### src/design/assert_macros.svh
// assertion macros used by the stepper core design file
`ifndef ASSERT_MACROS_SVH
`define ASSERT_MACROS_SVH

// antecedent implies consequent in the same cycle
`define ASSERT_IMPLY(lbl, clk, rst, ante, cons, msg) \
  lbl: assert property (@(posedge clk) disable iff (rst) (ante) |-> (cons)) else $error(msg);

// antecedent implies consequent in the following cycle
`define ASSERT_NEXT(lbl, clk, rst, ante, cons, msg) \
  lbl: assert property (@(posedge clk) disable iff (rst) (ante) |=> (cons)) else $error(msg);

`endif

### src/design/eps_pkg.sv
// types, constants and microcode program of the ellipse point stepper
package eps_pkg;

  localparam int RADIUS_BITS_DEF = 10;
  localparam int COORD_BITS_DEF  = 12;

  // operation codes of a command transaction
  localparam logic OP_START = 1'b0;
  localparam logic OP_STEP  = 1'b1;

  // walk direction register values
  localparam logic DIR_X_FIRST = 1'b0;
  localparam logic DIR_Y_FIRST = 1'b1;

  localparam int UPC_W = 5;
  typedef logic [UPC_W-1:0] upc_t;

  // microcode addresses
  localparam upc_t UA_S0 = 5'd0;
  localparam upc_t UA_S1 = 5'd1;
  localparam upc_t UA_S2 = 5'd2;
  localparam upc_t UA_S3 = 5'd3;
  localparam upc_t UA_S4 = 5'd4;
  localparam upc_t UA_S5 = 5'd5;
  localparam upc_t UA_A0 = 5'd6;
  localparam upc_t UA_A1 = 5'd7;
  localparam upc_t UA_A2 = 5'd8;
  localparam upc_t UA_A3 = 5'd9;
  localparam upc_t UA_A4 = 5'd10;
  localparam upc_t UA_A5 = 5'd11;
  localparam upc_t UA_A6 = 5'd12;
  localparam upc_t UA_A7 = 5'd13;
  localparam upc_t UA_E0 = 5'd14;
  localparam upc_t UA_E1 = 5'd15;
  localparam upc_t UA_E2 = 5'd16;
  localparam upc_t UA_E3 = 5'd17;
  localparam upc_t UA_E4 = 5'd18;
  localparam upc_t UA_E5 = 5'd19;
  localparam upc_t UA_E6 = 5'd20;
  localparam upc_t UA_R0 = 5'd21;
  localparam upc_t UA_R1 = 5'd22;
  localparam upc_t UA_R2 = 5'd23;
  localparam upc_t UA_R3 = 5'd24;
  localparam upc_t UA_Z  = 5'd25;
  localparam upc_t UA_ZN = 5'd26;

  // multiplier operand a
  typedef enum logic [1:0] {MA_F, MA_S, MA_2F1, MA_SM1} ma_sel_t;

  // multiplier operand b (f = fast offset, s = slow offset)
  typedef enum logic [3:0] {
    MB_ONE, MB_F, MB_S, MB_Q, MB_2F1, MB_SM1, MB_4F4, MB_4SM2,
    MB_4SM1, MB_2F3, MB_2S2, MB_3M2S, MB_2F2
  } mb_sel_t;

  typedef enum logic [2:0] {
    ACC_HOLD, ACC_LOAD_P, ACC_ADD_P, ACC_SUB_P, ACC_LOAD_D
  } acc_op_t;

  typedef enum logic [2:0] {
    BR_NEXT, BR_JUMP, BR_ACC_NN, BR_D_NN, BR_D_NEG, BR_R2
  } branch_t;

  typedef enum logic [1:0] {EM_NONE, EM_POINT, EM_NULL} emit_t;

  // one control word
  typedef struct packed {
    ma_sel_t ma;
    mb_sel_t mb;
    acc_op_t acc;
    logic    shl2;
    logic    ld_d;
    logic    ld_q;
    logic    ld_f;
    logic    ld_s;
    logic    f_inc;
    logic    s_dec;
    logic    set_r2;
    branch_t br;
    emit_t   em;
    upc_t    target;
  } ctrl_t;

  // datapath flags seen by the sequencer
  typedef struct packed {
    logic acc_nn;
    logic d_neg;
    logic region2;
    logic s_zero;
  } status_t;

  localparam ctrl_t UC_NOP = '{
    ma: MA_F, mb: MB_ONE, acc: ACC_HOLD, shl2: 1'b0, ld_d: 1'b0, ld_q: 1'b0,
    ld_f: 1'b0, ld_s: 1'b0, f_inc: 1'b0, s_dec: 1'b0, set_r2: 1'b0,
    br: BR_NEXT, em: EM_NONE, target: UA_S0
  };

  // program: F, S are the squared coefficients of the fast and slow axis,
  // P the product register (registered multiplier output), D the decision variable
  function automatic ctrl_t ucode(input upc_t upc);
    ctrl_t c;
    c = UC_NOP;
    unique case (upc)
      // start: square radii, d = 4F - S(4s-1)
      UA_S0: begin c.ma = MA_F; c.mb = MB_F; end
      UA_S1: begin c.ma = MA_S; c.mb = MB_S; c.ld_f = 1'b1; end
      UA_S2: begin c.ma = MA_F; c.mb = MB_ONE; c.ld_s = 1'b1; end
      UA_S3: begin c.ma = MA_S; c.mb = MB_4SM1; c.acc = ACC_LOAD_P; c.shl2 = 1'b1; end
      UA_S4: begin c.acc = ACC_SUB_P; end
      UA_S5: begin c.ld_d = 1'b1; c.br = BR_JUMP; c.target = UA_Z; end
      // advance: region test 4F(f+1) - S(4s-2)
      UA_A0: begin
        c.ma = MA_F; c.mb = MB_4F4; c.br = BR_R2; c.target = UA_R0;
      end
      UA_A1: begin c.ma = MA_S; c.mb = MB_4SM2; c.acc = ACC_LOAD_P; end
      UA_A2: begin c.ma = MA_F; c.mb = MB_2F3; c.acc = ACC_SUB_P; end
      UA_A3: begin
        c.ma = MA_F; c.mb = MB_2F3; c.acc = ACC_LOAD_D;
        c.br = BR_ACC_NN; c.target = UA_E0;
      end
      // region one update
      UA_A4: begin c.ma = MA_S; c.mb = MB_2S2; c.acc = ACC_ADD_P; c.shl2 = 1'b1; end
      UA_A5: begin
        c.ma = MA_S; c.mb = MB_2S2; c.br = BR_D_NEG; c.target = UA_A7;
      end
      UA_A6: begin c.acc = ACC_SUB_P; c.shl2 = 1'b1; c.s_dec = 1'b1; end
      UA_A7: begin
        c.ld_d = 1'b1; c.f_inc = 1'b1; c.br = BR_JUMP; c.target = UA_Z;
      end
      // region two entry: d = F(2f+1)^2 + 4S(s-1)^2 - 4FS
      UA_E0: begin c.ma = MA_2F1; c.mb = MB_2F1; end
      UA_E1: begin c.ma = MA_SM1; c.mb = MB_SM1; c.ld_q = 1'b1; end
      UA_E2: begin c.ma = MA_F; c.mb = MB_Q; c.ld_q = 1'b1; end
      UA_E3: begin c.ma = MA_S; c.mb = MB_Q; c.acc = ACC_LOAD_P; end
      UA_E4: begin c.ma = MA_F; c.mb = MB_S; c.acc = ACC_ADD_P; c.shl2 = 1'b1; end
      UA_E5: begin c.acc = ACC_SUB_P; c.shl2 = 1'b1; end
      UA_E6: begin c.ld_d = 1'b1; c.set_r2 = 1'b1; end
      // region two update
      UA_R0: begin c.ma = MA_S; c.mb = MB_3M2S; c.acc = ACC_LOAD_D; end
      UA_R1: begin
        c.ma = MA_F; c.mb = MB_2F2; c.acc = ACC_ADD_P; c.shl2 = 1'b1;
        c.br = BR_D_NN; c.target = UA_R3;
      end
      UA_R2: begin c.acc = ACC_ADD_P; c.shl2 = 1'b1; c.f_inc = 1'b1; end
      UA_R3: begin c.ld_d = 1'b1; c.s_dec = 1'b1; end
      // result
      UA_Z:  begin c.em = EM_POINT; end
      UA_ZN: begin c.em = EM_NULL; end
      default: c = UC_NOP;
    endcase
    return c;
  endfunction

endpackage

### src/design/eps_if.sv
// command and point channel interfaces of the ellipse point stepper
interface eps_cmd_if #(
  parameter int RADIUS_BITS = eps_pkg::RADIUS_BITS_DEF,
  parameter int COORD_BITS  = eps_pkg::COORD_BITS_DEF
);
  logic                          valid;
  logic                          ready;
  logic                          operation;
  logic signed [COORD_BITS-1:0]  center_x;
  logic signed [COORD_BITS-1:0]  center_y;
  logic        [RADIUS_BITS-1:0] radius_a;
  logic        [RADIUS_BITS-1:0] radius_b;

  modport source (
    output valid, operation, center_x, center_y, radius_a, radius_b,
    input  ready
  );
  modport sink (
    input  valid, operation, center_x, center_y, radius_a, radius_b,
    output ready
  );
endinterface

interface eps_pt_if #(
  parameter int COORD_BITS = eps_pkg::COORD_BITS_DEF
);
  localparam int OW = COORD_BITS + 1;

  logic                 valid;
  logic                 ready;
  logic                 point_valid;
  logic signed [OW-1:0] right_x;
  logic signed [OW-1:0] left_x;
  logic signed [OW-1:0] upper_y;
  logic signed [OW-1:0] lower_y;
  logic                 done_res;

  modport source (
    output valid, point_valid, right_x, left_x, upper_y, lower_y, done_res,
    input  ready
  );
  modport sink (
    input  valid, point_valid, right_x, left_x, upper_y, lower_y, done_res,
    output ready
  );
endinterface

### src/design/eps_datapath.sv
// arithmetic datapath: shared multiplier, accumulator, decision and walk offsets
module eps_datapath #(
  parameter int RADIUS_BITS = eps_pkg::RADIUS_BITS_DEF
) (
  input  logic                   clk,
  input  logic                   rst,
  input  eps_pkg::ctrl_t         ctl,
  input  logic                   start_load,
  input  logic [RADIUS_BITS-1:0] start_rf,
  input  logic [RADIUS_BITS-1:0] start_rs,
  output eps_pkg::status_t       stat,
  output logic [RADIUS_BITS:0]   fast_pos,
  output logic [RADIUS_BITS-1:0] slow_pos
);

  localparam int SQ_W = 2 * RADIUS_BITS;
  localparam int WA   = SQ_W + 1;
  localparam int WB   = SQ_W + 5;
  localparam int QW   = SQ_W + 4;
  localparam int PW   = WA + WB;
  localparam int DW   = PW + 2;

  localparam logic signed [WB-1:0] K1 = 1;
  localparam logic signed [WB-1:0] K2 = 2;
  localparam logic signed [WB-1:0] K3 = 3;
  localparam logic signed [WB-1:0] K4 = 4;

  logic        [SQ_W-1:0] coef_f;
  logic        [SQ_W-1:0] coef_s;
  logic        [QW-1:0]   sq;
  logic signed [PW-1:0]   prod;
  logic signed [DW-1:0]   acc;
  logic signed [DW-1:0]   dec;
  logic                   region2;

  logic signed [WB-1:0] fx, sx;
  logic signed [WB-1:0] t_2f1, t_sm1, t_4f4, t_4sm2, t_4sm1, t_2f3, t_2s2, t_3m2s, t_2f2;
  logic signed [WA-1:0] op_a;
  logic signed [WB-1:0] op_b;
  logic signed [PW-1:0] mul_res;
  logic signed [DW-1:0] p_ext;

  // offset terms
  assign fx     = $signed({{(WB-RADIUS_BITS-1){1'b0}}, fast_pos});
  assign sx     = $signed({{(WB-RADIUS_BITS){1'b0}}, slow_pos});
  assign t_2f1  = fx + fx + K1;
  assign t_sm1  = sx - K1;
  assign t_4f4  = (fx <<< 2) + K4;
  assign t_4sm2 = (sx <<< 2) - K2;
  assign t_4sm1 = (sx <<< 2) - K1;
  assign t_2f3  = fx + fx + K3;
  assign t_2s2  = sx + sx - K2;
  assign t_3m2s = K3 - sx - sx;
  assign t_2f2  = fx + fx + K2;

  // operand a select
  always_comb begin
    unique case (ctl.ma)
      eps_pkg::MA_F:   op_a = $signed({1'b0, coef_f});
      eps_pkg::MA_S:   op_a = $signed({1'b0, coef_s});
      eps_pkg::MA_2F1: op_a = $signed(t_2f1[WA-1:0]);
      eps_pkg::MA_SM1: op_a = $signed(t_sm1[WA-1:0]);
      default:         op_a = '0;
    endcase
  end

  // operand b select
  always_comb begin
    unique case (ctl.mb)
      eps_pkg::MB_ONE:  op_b = K1;
      eps_pkg::MB_F:    op_b = $signed({{(WB-SQ_W){1'b0}}, coef_f});
      eps_pkg::MB_S:    op_b = $signed({{(WB-SQ_W){1'b0}}, coef_s});
      eps_pkg::MB_Q:    op_b = $signed({1'b0, sq});
      eps_pkg::MB_2F1:  op_b = t_2f1;
      eps_pkg::MB_SM1:  op_b = t_sm1;
      eps_pkg::MB_4F4:  op_b = t_4f4;
      eps_pkg::MB_4SM2: op_b = t_4sm2;
      eps_pkg::MB_4SM1: op_b = t_4sm1;
      eps_pkg::MB_2F3:  op_b = t_2f3;
      eps_pkg::MB_2S2:  op_b = t_2s2;
      eps_pkg::MB_3M2S: op_b = t_3m2s;
      eps_pkg::MB_2F2:  op_b = t_2f2;
      default:          op_b = '0;
    endcase
  end

  assign mul_res = PW'(op_a) * PW'(op_b);
  assign p_ext   = ctl.shl2 ? $signed({prod, 2'b00}) : $signed({{2{prod[PW-1]}}, prod});

  // product register
  always_ff @(posedge clk) begin
    prod <= mul_res;
  end

  // accumulator, decision and square holder
  always_ff @(posedge clk) begin
    case (ctl.acc)
      eps_pkg::ACC_LOAD_P: acc <= p_ext;
      eps_pkg::ACC_ADD_P:  acc <= acc + p_ext;
      eps_pkg::ACC_SUB_P:  acc <= acc - p_ext;
      eps_pkg::ACC_LOAD_D: acc <= dec;
      default:             acc <= acc;
    endcase
    if (ctl.ld_d) begin
      dec <= acc;
    end
    if (ctl.ld_q) begin
      sq <= prod[QW-1:0];
    end
  end

  // coefficients and offsets
  always_ff @(posedge clk) begin
    if (start_load) begin
      coef_f   <= {{RADIUS_BITS{1'b0}}, start_rf};
      coef_s   <= {{RADIUS_BITS{1'b0}}, start_rs};
      fast_pos <= '0;
      slow_pos <= start_rf;
    end else begin
      if (ctl.ld_f) begin
        coef_f <= prod[SQ_W-1:0];
      end
      if (ctl.ld_s) begin
        coef_s <= prod[SQ_W-1:0];
      end
      if (ctl.f_inc) begin
        fast_pos <= fast_pos + 1'b1;
      end
      if (ctl.s_dec) begin
        slow_pos <= slow_pos - 1'b1;
      end
    end
  end

  // region flag
  always_ff @(posedge clk) begin
    if (rst) begin
      region2 <= 1'b0;
    end else if (start_load) begin
      region2 <= 1'b0;
    end else if (ctl.set_r2) begin
      region2 <= 1'b1;
    end
  end

  assign stat.acc_nn  = !acc[DW-1];
  assign stat.d_neg   = dec[DW-1];
  assign stat.region2 = region2;
  assign stat.s_zero  = (slow_pos == '0);

endmodule

### src/design/ellipse_point_stepper_core.sv
// top level of the midpoint ellipse point stepper with its microcode sequencer
//
//   channel  dir  handshake      payload
//   cmd      in   valid/ready    operation, center_x, center_y, radius_a, radius_b
//   pt       out  valid/ready    point_valid, right_x, left_x, upper_y, lower_y, done_res
//   cfg      in   cfg_we         cfg_wdata (walk_direction)
//
// after acceptance a start runs the start steps, an advance the region test and region one or two update
// (entering region two, the entry steps first), an advance with no walk running only the
// null result; every step is one control word driving the one shared multiplier and accumulator
// cmd ready is low while the sequencer runs; a result waits in the output register
// and only the result step stalls on it, so a new command can enter meanwhile
// rst is synchronous and clears the sequencer, the walk and the output valid
`include "assert_macros.svh"

module ellipse_point_stepper_core #(
  parameter int RADIUS_BITS = eps_pkg::RADIUS_BITS_DEF,
  parameter int COORD_BITS  = eps_pkg::COORD_BITS_DEF
) (
  input  logic    clk,
  input  logic    rst,
  eps_cmd_if.sink cmd,
  eps_pt_if.source pt,
  input  logic    cfg_we,
  input  logic    cfg_wdata
);

  localparam int OW = COORD_BITS + 1;

  logic                          running;
  eps_pkg::upc_t                 upc;
  logic                          walk_dir;
  logic                          dir_l;
  logic                          walk_active;
  logic signed [COORD_BITS-1:0]  centre_x;
  logic signed [COORD_BITS-1:0]  centre_y;

  eps_pkg::ctrl_t                ctl;
  eps_pkg::status_t              stat;
  logic [RADIUS_BITS:0]          fast_pos;
  logic [RADIUS_BITS-1:0]        slow_pos;

  logic                          cmd_acc;
  logic                          start_load;
  logic [RADIUS_BITS-1:0]        start_rf;
  logic [RADIUS_BITS-1:0]        start_rs;
  logic                          slot_free;
  logic                          taken;
  logic                          emit_go;

  logic [OW-1:0]                 x_off, y_off;
  logic [OW-1:0]                 cx_ext, cy_ext;

  logic                          out_valid;
  logic                          out_point;
  logic signed [OW-1:0]          out_rx, out_lx, out_uy, out_ly;
  logic                          out_done;

  // command handshake
  assign cmd.ready  = !running;
  assign cmd_acc    = cmd.valid && cmd.ready;
  assign start_load = cmd_acc && (cmd.operation == eps_pkg::OP_START);
  assign start_rf   = (walk_dir == eps_pkg::DIR_X_FIRST) ? cmd.radius_b : cmd.radius_a;
  assign start_rs   = (walk_dir == eps_pkg::DIR_X_FIRST) ? cmd.radius_a : cmd.radius_b;

  // configuration register
  always_ff @(posedge clk) begin
    if (rst) begin
      walk_dir <= eps_pkg::DIR_Y_FIRST;
    end else if (cfg_we) begin
      walk_dir <= cfg_wdata;
    end
  end

  // control word fetch
  assign ctl       = running ? eps_pkg::ucode(upc) : eps_pkg::UC_NOP;
  assign slot_free = !out_valid || pt.ready;
  assign emit_go   = running && (ctl.em != eps_pkg::EM_NONE) && slot_free;

  // branch condition
  always_comb begin
    unique case (ctl.br)
      eps_pkg::BR_NEXT:   taken = 1'b0;
      eps_pkg::BR_JUMP:   taken = 1'b1;
      eps_pkg::BR_ACC_NN: taken = stat.acc_nn;
      eps_pkg::BR_D_NN:   taken = !stat.d_neg;
      eps_pkg::BR_D_NEG:  taken = stat.d_neg;
      eps_pkg::BR_R2:     taken = stat.region2;
      default:            taken = 1'b0;
    endcase
  end

  // step counter
  always_ff @(posedge clk) begin
    if (rst) begin
      running <= 1'b0;
      upc     <= eps_pkg::UA_S0;
    end else if (cmd_acc) begin
      running <= 1'b1;
      if (cmd.operation == eps_pkg::OP_START) begin
        upc <= eps_pkg::UA_S0;
      end else if (walk_active) begin
        upc <= eps_pkg::UA_A0;
      end else begin
        upc <= eps_pkg::UA_ZN;
      end
    end else if (running) begin
      if (ctl.em != eps_pkg::EM_NONE) begin
        if (slot_free) begin
          running <= 1'b0;
        end
      end else begin
        upc <= taken ? ctl.target : upc + eps_pkg::upc_t'(1);
      end
    end
  end

  // walk direction latched at start, walk activity updated at each emitted point
  always_ff @(posedge clk) begin
    if (rst) begin
      dir_l       <= eps_pkg::DIR_X_FIRST;
      walk_active <= 1'b0;
    end else begin
      if (start_load) begin
        dir_l <= walk_dir;
      end
      if (emit_go && ctl.em == eps_pkg::EM_POINT) begin
        walk_active <= !stat.s_zero;
      end
    end
  end

  always_ff @(posedge clk) begin
    if (start_load) begin
      centre_x <= cmd.center_x;
      centre_y <= cmd.center_y;
    end
  end

  eps_datapath #(
    .RADIUS_BITS(RADIUS_BITS)
  ) u_datapath (
    .clk       (clk),
    .rst       (rst),
    .ctl       (ctl),
    .start_load(start_load),
    .start_rf  (start_rf),
    .start_rs  (start_rs),
    .stat      (stat),
    .fast_pos  (fast_pos),
    .slow_pos  (slow_pos)
  );

  // mirrored coordinates
  assign x_off  = (dir_l == eps_pkg::DIR_X_FIRST) ? OW'(fast_pos) : OW'(slow_pos);
  assign y_off  = (dir_l == eps_pkg::DIR_X_FIRST) ? OW'(slow_pos) : OW'(fast_pos);
  assign cx_ext = OW'(centre_x);
  assign cy_ext = OW'(centre_y);

  // output register
  always_ff @(posedge clk) begin
    if (rst) begin
      out_valid <= 1'b0;
    end else if (emit_go) begin
      out_valid <= 1'b1;
    end else if (pt.ready) begin
      out_valid <= 1'b0;
    end
  end

  always_ff @(posedge clk) begin
    if (emit_go) begin
      if (ctl.em == eps_pkg::EM_POINT) begin
        out_point <= 1'b1;
        out_rx    <= $signed(cx_ext + x_off);
        out_lx    <= $signed(cx_ext - x_off);
        out_uy    <= $signed(cy_ext + y_off);
        out_ly    <= $signed(cy_ext - y_off);
        out_done  <= stat.s_zero;
      end else begin
        out_point <= 1'b0;
        out_rx    <= '0;
        out_lx    <= '0;
        out_uy    <= '0;
        out_ly    <= '0;
        out_done  <= 1'b0;
      end
    end
  end

  assign pt.valid       = out_valid;
  assign pt.point_valid = out_point;
  assign pt.right_x     = out_rx;
  assign pt.left_x      = out_lx;
  assign pt.upper_y     = out_uy;
  assign pt.lower_y     = out_ly;
  assign pt.done_res    = out_done;

  // checks
  `ASSERT_NEXT(a_accept_runs, clk, rst, cmd.valid && cmd.ready, running, "accepted transaction did not start the sequencer")
  `ASSERT_IMPLY(a_done_ends_walk, clk, rst, pt.valid && pt.point_valid && pt.done_res, !walk_active, "walk still active behind a final point")
  `ASSERT_IMPLY(a_result_from_seq, clk, rst, $rose(pt.valid), $past(running), "result appeared without a running sequence")

endmodule
### src/flat_wrapper.sv
// flat-port wrapper written by rule: the top's interface ports become plain ports
module ellipse_point_stepper_core_flat 
#(
  parameter int RADIUS_BITS = eps_pkg::RADIUS_BITS_DEF,
  parameter int COORD_BITS  = eps_pkg::COORD_BITS_DEF
)
  (clk, rst, cfg_we, cfg_wdata, cmd_valid, cmd_operation, cmd_center_x, cmd_center_y, cmd_radius_a, cmd_radius_b, cmd_ready, pt_valid, pt_point_valid, pt_right_x, pt_left_x, pt_upper_y, pt_lower_y, pt_done_res, pt_ready);
  eps_cmd_if #(.RADIUS_BITS(RADIUS_BITS), .COORD_BITS(COORD_BITS)) cmd_i ();
  eps_pt_if #(.COORD_BITS(COORD_BITS)) pt_i ();
  input  logic clk;
  input  logic rst;
  input  logic cfg_we;
  input  logic cfg_wdata;
  input wire logic [$bits(cmd_i.valid)-1:0] cmd_valid;
  input wire logic [$bits(cmd_i.operation)-1:0] cmd_operation;
  input wire logic [$bits(cmd_i.center_x)-1:0] cmd_center_x;
  input wire logic [$bits(cmd_i.center_y)-1:0] cmd_center_y;
  input wire logic [$bits(cmd_i.radius_a)-1:0] cmd_radius_a;
  input wire logic [$bits(cmd_i.radius_b)-1:0] cmd_radius_b;
  output wire logic [$bits(cmd_i.ready)-1:0] cmd_ready;
  output wire logic [$bits(pt_i.valid)-1:0] pt_valid;
  output wire logic [$bits(pt_i.point_valid)-1:0] pt_point_valid;
  output wire logic [$bits(pt_i.right_x)-1:0] pt_right_x;
  output wire logic [$bits(pt_i.left_x)-1:0] pt_left_x;
  output wire logic [$bits(pt_i.upper_y)-1:0] pt_upper_y;
  output wire logic [$bits(pt_i.lower_y)-1:0] pt_lower_y;
  output wire logic [$bits(pt_i.done_res)-1:0] pt_done_res;
  input wire logic [$bits(pt_i.ready)-1:0] pt_ready;
  assign cmd_i.valid = cmd_valid;
  assign cmd_i.operation = cmd_operation;
  assign cmd_i.center_x = cmd_center_x;
  assign cmd_i.center_y = cmd_center_y;
  assign cmd_i.radius_a = cmd_radius_a;
  assign cmd_i.radius_b = cmd_radius_b;
  assign cmd_ready = cmd_i.ready;
  assign pt_valid = pt_i.valid;
  assign pt_point_valid = pt_i.point_valid;
  assign pt_right_x = pt_i.right_x;
  assign pt_left_x = pt_i.left_x;
  assign pt_upper_y = pt_i.upper_y;
  assign pt_lower_y = pt_i.lower_y;
  assign pt_done_res = pt_i.done_res;
  assign pt_i.ready = pt_ready;
  ellipse_point_stepper_core #(.RADIUS_BITS(RADIUS_BITS), .COORD_BITS(COORD_BITS)) u_core (.clk(clk), .rst(rst), .cmd(cmd_i), .pt(pt_i), .cfg_we(cfg_we), .cfg_wdata(cfg_wdata));
endmodule
### config.mk
export PLATFORM = sky130hd
export DESIGN_NAME = ellipse_point_stepper_core_flat
export DESIGN_NICKNAME = d
export VERILOG_FILES = /design/src/design/eps_pkg.sv /design/src/design/eps_if.sv /design/src/design/eps_datapath.sv /design/src/design/ellipse_point_stepper_core.sv /design/src/flat_wrapper.sv
export VERILOG_INCLUDE_DIRS = /design/src /design/src/design
export SDC_FILE = /design/constraint.sdc
export NUM_CORES = 2
export LEC_CHECK = 0
export BUFFER_PORTS_ARGS = -buffer_cell sky130_fd_sc_hd__buf_2
export CAP_MARGIN = 0
export CORE_ASPECT_RATIO = 2
export CORE_UTILIZATION = 59
export CTS_CLUSTER_SIZE = 40
export DETAILED_ROUTE_END_ITERATION = 8
export GPL_TIMING_DRIVEN = 0
export PLACE_DENSITY = 0.79
export SYNTH_ARGS = -nofsm -noshare
export SYNTH_HDL_FRONTEND = slang
export SYNTH_SLANG_ARGS = --single-unit
### constraint.sdc
create_clock -name clk -period 9.6 [get_ports clk]
set_clock_uncertainty 0.15 [all_clocks]
set_input_delay 0.96 -clock clk [delete_from_list [all_inputs] [get_ports clk]]
set_output_delay 0.96 -clock clk [all_outputs]
set_load 0.02 [all_outputs]
== Word-level counts from Yosys, hierarchy flattened ==
Cells that the tools add are included.
Storage, ports and cells
  logic and storage cells: 178
  bits of input ports: 51
  bits in registers: 316
Operators by class
  eq/ne operators: 52
  multipliers: 1
  add/subtract/negate cells: 21
  reduce and logical (&&, ||, !) cells: 36
  bitwise gates (word level): 1
  muxes and demuxes: 42
Operators with widths (number)
  $pmux 25 s13: 1
  $pmux 48 s4: 1
  $pmux 21 s4: 1
  $pmux 6 s14: 1
  $mux 10: 8
  $eq 5x5->1 const B: 11
  $add 25x3->25 const B: 2
  $add 48x48->48: 1
  $sub 48x48->48: 1
  $mux 47: 1
  $mul 21x25->46: 1
  $eq 5x4->1 const B: 8
  $mux 5: 6
  $mux 27: 1
  $add 13x13->13: 2
  $sub 13x13->13: 2
  $add 25x2->25 const B: 1
  $pmux 5 s5: 1
  $mux 11: 2
  $eq 4x4->1 const B: 5
  $eq 5x3->1 const B: 4
  $eq 4x3->1 const B: 4
  $reduce_or 2->1: 8
  $mux 1: 15
  40 further kinds: 65

== Longest topological paths before layout ==
  word-level depth: 10
  gate-level depth with buffers: 43
  depth with buffers taken out: 40

== Hierarchy ==
From an unflattened synthesis, not the netlist that was laid out.
Unflattened totals
  cell total of the unflattened synthesis: 4358
  area, all modules: 39594.2 µm²
Modules (own cells, without submodules)
  eps_datapath: instances 1, cells an instance 3681, area each 33220.6 µm², seq. area each 6065.8 µm²
  ellipse_point_stepper_core: instances 1, cells an instance 677, area each 6373.6 µm², seq. area each 2482.4 µm²

== Worst setup path before layout ==
Ideal clock, no wire load.
  kind: register -> register
  start point: reg u_core.u_datapath.slow_pos[2]
  end point: reg u_core.u_datapath.prod[44]
  setup slack: 73 ps
  data required time: 9313 ps
  library setup time: 137 ps
  buffers on the path: 2
  stages on the path, launching flop included: 41
  arrival: 9240 ps
  period minus slack after synthesis: 9527 ps
  cell sequence: edfxtp_1 clkbuf_1 inv_1 ha_1 nor3b_1 inv_1 ha_1 xnor2_1 nor2_1 a221oi_1 a211oi_1 o21ai_0 a21oi_1 nand2b_1 o21a_2 o21ai_0 clkbuf_1 nand2_1 [... 5 more ...] inv_1 fa_1 fa_1 fa_1 inv_1 fa_1 inv_1 ha_1 a21o_1 o21bai_1 a21o_1 a21o_1 a22oi_1 a21oi_1 a221oi_2 o211ai_1 a2111oi_0 a311oi_1
Between the ends
  word-level cells in the longest chain between the ends: 4
  elaborated cells on any way between the ends: 10
Ends and longest elaborated chain
  start: declaration: line eps_datapath.sv:13  | output logic [RADIUS_BITS-1:0] slow_pos
  start signal: assignment: line eps_datapath.sv:118  | slow_pos <= start_rf;
  start signal: assignment: line eps_datapath.sv:130  | slow_pos <= slow_pos - 1'b1;
  $sub 2x10->11 / $add 10x10->11 (equally long branches): line eps_datapath.sv:53, eps_datapath.sv:52
  $sub 11x11->12 / $sub 11x2->12 (equally long branches): line eps_datapath.sv:53, eps_datapath.sv:52
  $pmux 25 s13: line eps_datapath.sv:69  | unique case (ctl.mb)
  $mul 21x25->46 (*): line eps_datapath.sv:87  | assign mul_res = PW'(op_a) * PW'(op_b);
  net u_core.u_datapath.mul_res[44]: line eps_datapath.sv:40  | logic signed [PW-1:0] mul_res;
  end signal: assignment: line eps_datapath.sv:92  | prod <= mul_res;
  end: declaration: line eps_datapath.sv:31  | logic signed [PW-1:0] prod;
The timed path passes the listed nets; every way through them passes the cells marked *.
A chain may end at the register's enable or synchronous reset.

== Final worst setup path ==
  start point: reg u_core.u_datapath.slow_pos[1]
  end point: reg u_core.u_datapath.prod[40]
Same word-level chain as after synthesis.

==> flow_metrics.env <==
export IMPL_status="finished with violations"
export IMPL_violations="setup timing"
export IMPL_multi_input_area_um2=28780
export IMPL_hold_ws_ns=0.2967
export IMPL_final_fill_count=5228
export IMPL_hpwl_um=112300
export IMPL_cp_required_ns=9.95
export IMPL_async_flop_share_pct=0
export IMPL_hold_viol=0
export IMPL_power_frac_clock_pct=16.6
export IMPL_ys_warn_count=0
export IMPL_drv_slew=0
export IMPL_holdBufCountCts=0
export IMPL_drc_errors=0
export IMPL_rsz0062_at_grt="true"
export IMPL_clk_latency_ns=0.61
export IMPL_seq_area_frac_synth_pct=21.58
export IMPL_maxCapViolations=0
export IMPL_combPwrFrac_pct=60.0
export IMPL_antenna_found_initial=6
export IMPL_coreArea_um2=66560
export IMPL_first_pass_iters=6
export IMPL_p_sw_uw=3967
export IMPL_dpl_cell_count=5425
export IMPL_die_x_um=185.2
export IMPL_synth_cells=4427
export IMPL_tns_ns=-5.376
export IMPL_cts_buffers=34
export IMPL_maxSlewHeadroom_pct=24.40
export IMPL_grt_pass1_vias=36960
export IMPL_htree_num_levels=2
export IMPL_power_density_nw_per_um2=179.0
export IMPL_crit_family="adder cells"
export IMPL_synth_main_ff_cell="edfxtp_1"
export IMPL_instances_no_fill=5622
export IMPL_synth_edf_count=226
export IMPL_grt_max_degree=37
export IMPL_ff_latch_area_um2=8552
export IMPL_min_period_over_period_pct=104.9
export IMPL_cts_tree="built"
export IMPL_rows=134
export IMPL_port_buffers=106
export IMPL_routed_wl_um=150400
export IMPL_path_clk_slew_ns=0.07
export IMPL_dp_slack_ns=-2.750
export IMPL_cts_root_buf="clkbuf_16"
export IMPL_period_needed_ns=10.07
export IMPL_grt_pass1_wl_um=223900
export IMPL_critical_path_max_fanout=10
export IMPL_avgViaCountPerCell=6.314
export IMPL_timing_fmax_mhz=99.28
export IMPL_grt_ovfl_total=0
export IMPL_setup_ws_ns=-0.4727
export IMPL_fin_total_pwr_uw=8189
export IMPL_max_clock_path_buffers=3
export IMPL_start_util_pct=59.50
export IMPL_tightest_slew_ns=1.102
export IMPL_leakagePower_uw=0.02137
export IMPL_synth_area_um2=39600
export IMPL_ant_nets=0
export IMPL_critPathKind="reg2reg"
export IMPL_die_y_um=368.4
export IMPL_cpMaxStageDelayCell="xnor2_1"
export IMPL_cts_sinks=314
export IMPL_ys_types=96
export IMPL_yosys_top_cells_area="fa_1 (27%), edfxtp_1 (17%), inv_1 (7.4%)"
export IMPL_final_setup_viol_count=18
export IMPL_critical_path_buf_inv_count=7
export IMPL_p_seq_share_pct=23.4
export IMPL_num_vias=35497
export IMPL_syn_nets=5244
export IMPL_fin_nets=5526
export IMPL_layout_drive_gt1_share_pct=15.84
export IMPL_place_gp_congestion=1.082
export IMPL_cp_start_kind="flip-flop"
export IMPL_internal_power_uw=4222
export IMPL_netlist_area_leader_share_pct=27.30
export IMPL_critPathMaxStageDelay_ns=0.78
export IMPL_area_delta_synth_final_pct=15.54
export IMPL_hold_path_class="reg2reg"
export IMPL_grt_use_total_pct=45.74
export IMPL_worstPathArrival_ns=10.42
export IMPL_first_iter_violations=2873
export IMPL_sw_frac_of_total_pct=48.44
export IMPL_io_pins=107
export IMPL_die_area_um2=68230
export IMPL_syn_avg_cell_area_um2=8.946
export IMPL_ir_worst_vdd_mv=0.2697
export IMPL_routedWlPerCell_um=26.75
export IMPL_ys_ff_latch=314
export IMPL_synth_top_cell_by_area="fa_1"
export IMPL_end_kind="flip-flop"
-- cell usage in the layout (no fill, tap or decap), types with 72 or more instances in the layout --
cell | synthesis | final
ha_1 | 226 | 198
nor2_1 | 345 | 319
mux2i_1 | 98 | 96
buf_2 | 63 | 131
edfxtp_1 | 226 | 226
and2_1 | 76 | 72
o21ai_0 | 131 | 117
nand2_1 | 563 | 549
fa_1 | 540 | 505
inv_1 | 781 | 759
a21oi_1 | 224 | 200
dfxtp_1 | 88 | 85
buf_4 | 10 | 158
xnor2_1 | 115 | 104
-- cell usage after synthesis (8+ instances only) --
cell       count
edfxtp_1     226
a22oi_1       12
o211ai_1       9
nand3_1       37
a21boi_0      12
o21a_1        30
o31ai_1        8
dfxtp_1       88
xnor2_1      115
buf_4         10
nor3_1        77
a31oi_1       41
xor2_1        75
fa_1         540
ha_1         226
and2_1        76
clkbuf_1     126
nor2b_1       36
o221ai_1      49
nand2_1      563
a221o_1       17
and3_1        27
a221oi_1      12
a21o_1        60
o22a_1         9
inv_1        781
o21ai_1        9
nand2b_1      29
buf_1         16
nor2_1       345
o22ai_1       11
nand4_1       12
o21bai_1      18
o21ai_0      131
or2_2          9
buf_2         63
mux2i_1       98
o2111ai_1     11
a211o_1        8
or3_1         28
a21oi_1      224
a211oi_1      31
-- worst paths after layout --
path                                       from                         end  slack, ns  cells past startpoint
hold / removal       u_core.u_datapath.prod[23]    u_core.u_datapath.sq[23]       0.30                      0
setup / recovery  u_core.u_datapath.slow_pos[1]  u_core.u_datapath.prod[40]      -0.47                     34
setup reg to reg  u_core.u_datapath.slow_pos[1]  u_core.u_datapath.prod[40]      -0.47                     34
hold reg to reg      u_core.u_datapath.prod[23]    u_core.u_datapath.sq[23]       0.30                      0
-- sequential cells by signal (all words and copies together) (netlist names), 10 cells and up --
signal                      count
u_core.pt.lower_y              13
u_core.u_datapath.acc          48
u_core.pt.upper_y              12
u_core.pt.right_x              12
u_core.centre_y                12
u_core.pt.left_x               13
u_core.u_datapath.sq           24
u_core.centre_x                12
u_core.u_datapath.prod         46
u_core.u_datapath.coef_f       20
u_core.u_datapath.slow_pos     10
u_core.u_datapath.fast_pos     11
u_core.u_datapath.coef_s       20
u_core.u_datapath.dec          48
-- cells by family (layout without fill, tap and decap cells) --
family | count (synthesis) | after routing | share of synthesized area [%]
adders and majority gates | 766 | 766 | 34.44
muxes | 101 | 101 | 2.562
AOI/OAI and AO/OA | 773 | 773 | 13.01
and+or+nand+nor | 1280 | 1280 | 14.34
other | 0 | 4 | 0
xor gates and xnor gates | 190 | 190 | 4.202
DFF | 314 | 314 | 21.58
buffers and inverters | 1003 | 1310 | 9.860
-- per-layer routing --
layer | vias up | part of all wire (%) | track usage (%) | routed length (µm)
li1 | 14945 | - | - | -
met1 | 17301 | 29 | 42.80 | 43330
met2 | 2178 | 48 | 75.43 | 72590
met3 | 1067 | 9.2 | 13.69 | 13770
met4 | 6 | 14 | 48.79 | 20650
met5 | - | 0.055 | 1.185 | 82
-- power by group through the flow --
stage | Combinational (µW) | Sequential (µW) | Clock, µW
after CTS | 4570 | 1880 | 1350
after global routing | 5260 | 1910 | 1400
after global placement | 4100 | 1910 | 0
final | 4910 | 1920 | 1360
after floorplan | 2900 | 1770 | 0
after detailed placement | 4180 | 1900 | 0
-- repair_timing --
action	CTS	global route
setup buffers	97	43
endpoints found under the setup margin	36	30
cloned	1	0
resized for setup	450	100
pin swaps	112	62
-- area by class of cell --
| class | count | share of cell area (%) |
|---|---|---|
| inverters | 784 | 6.456 |
| clock inverters | 22 | 0.3965 |
| flip-flops and latches | 314 | 18.69 |
| repair buffers | 255 | 3.935 |
| multi-input cells | 3110 | 62.90 |
| well taps | 884 | 2.417 |
| diodes | 4 | 0.02188 |
| clock buffers | 39 | 2.015 |
| plain buffers | 210 | 3.164 |
-- metrics by stage --
stage | utilization (%) | instance area [µm²]
6_report | 68.74 | 45760
5_1_grt | 68.73 | 45750
4_1_cts | 67.63 | 45020
3_5_place_dp | 62.22 | 41410
3_3_place_gp | 61.96 | 41240
2_1_floorplan | - | 39600
(Power assumes the default switching activity.)
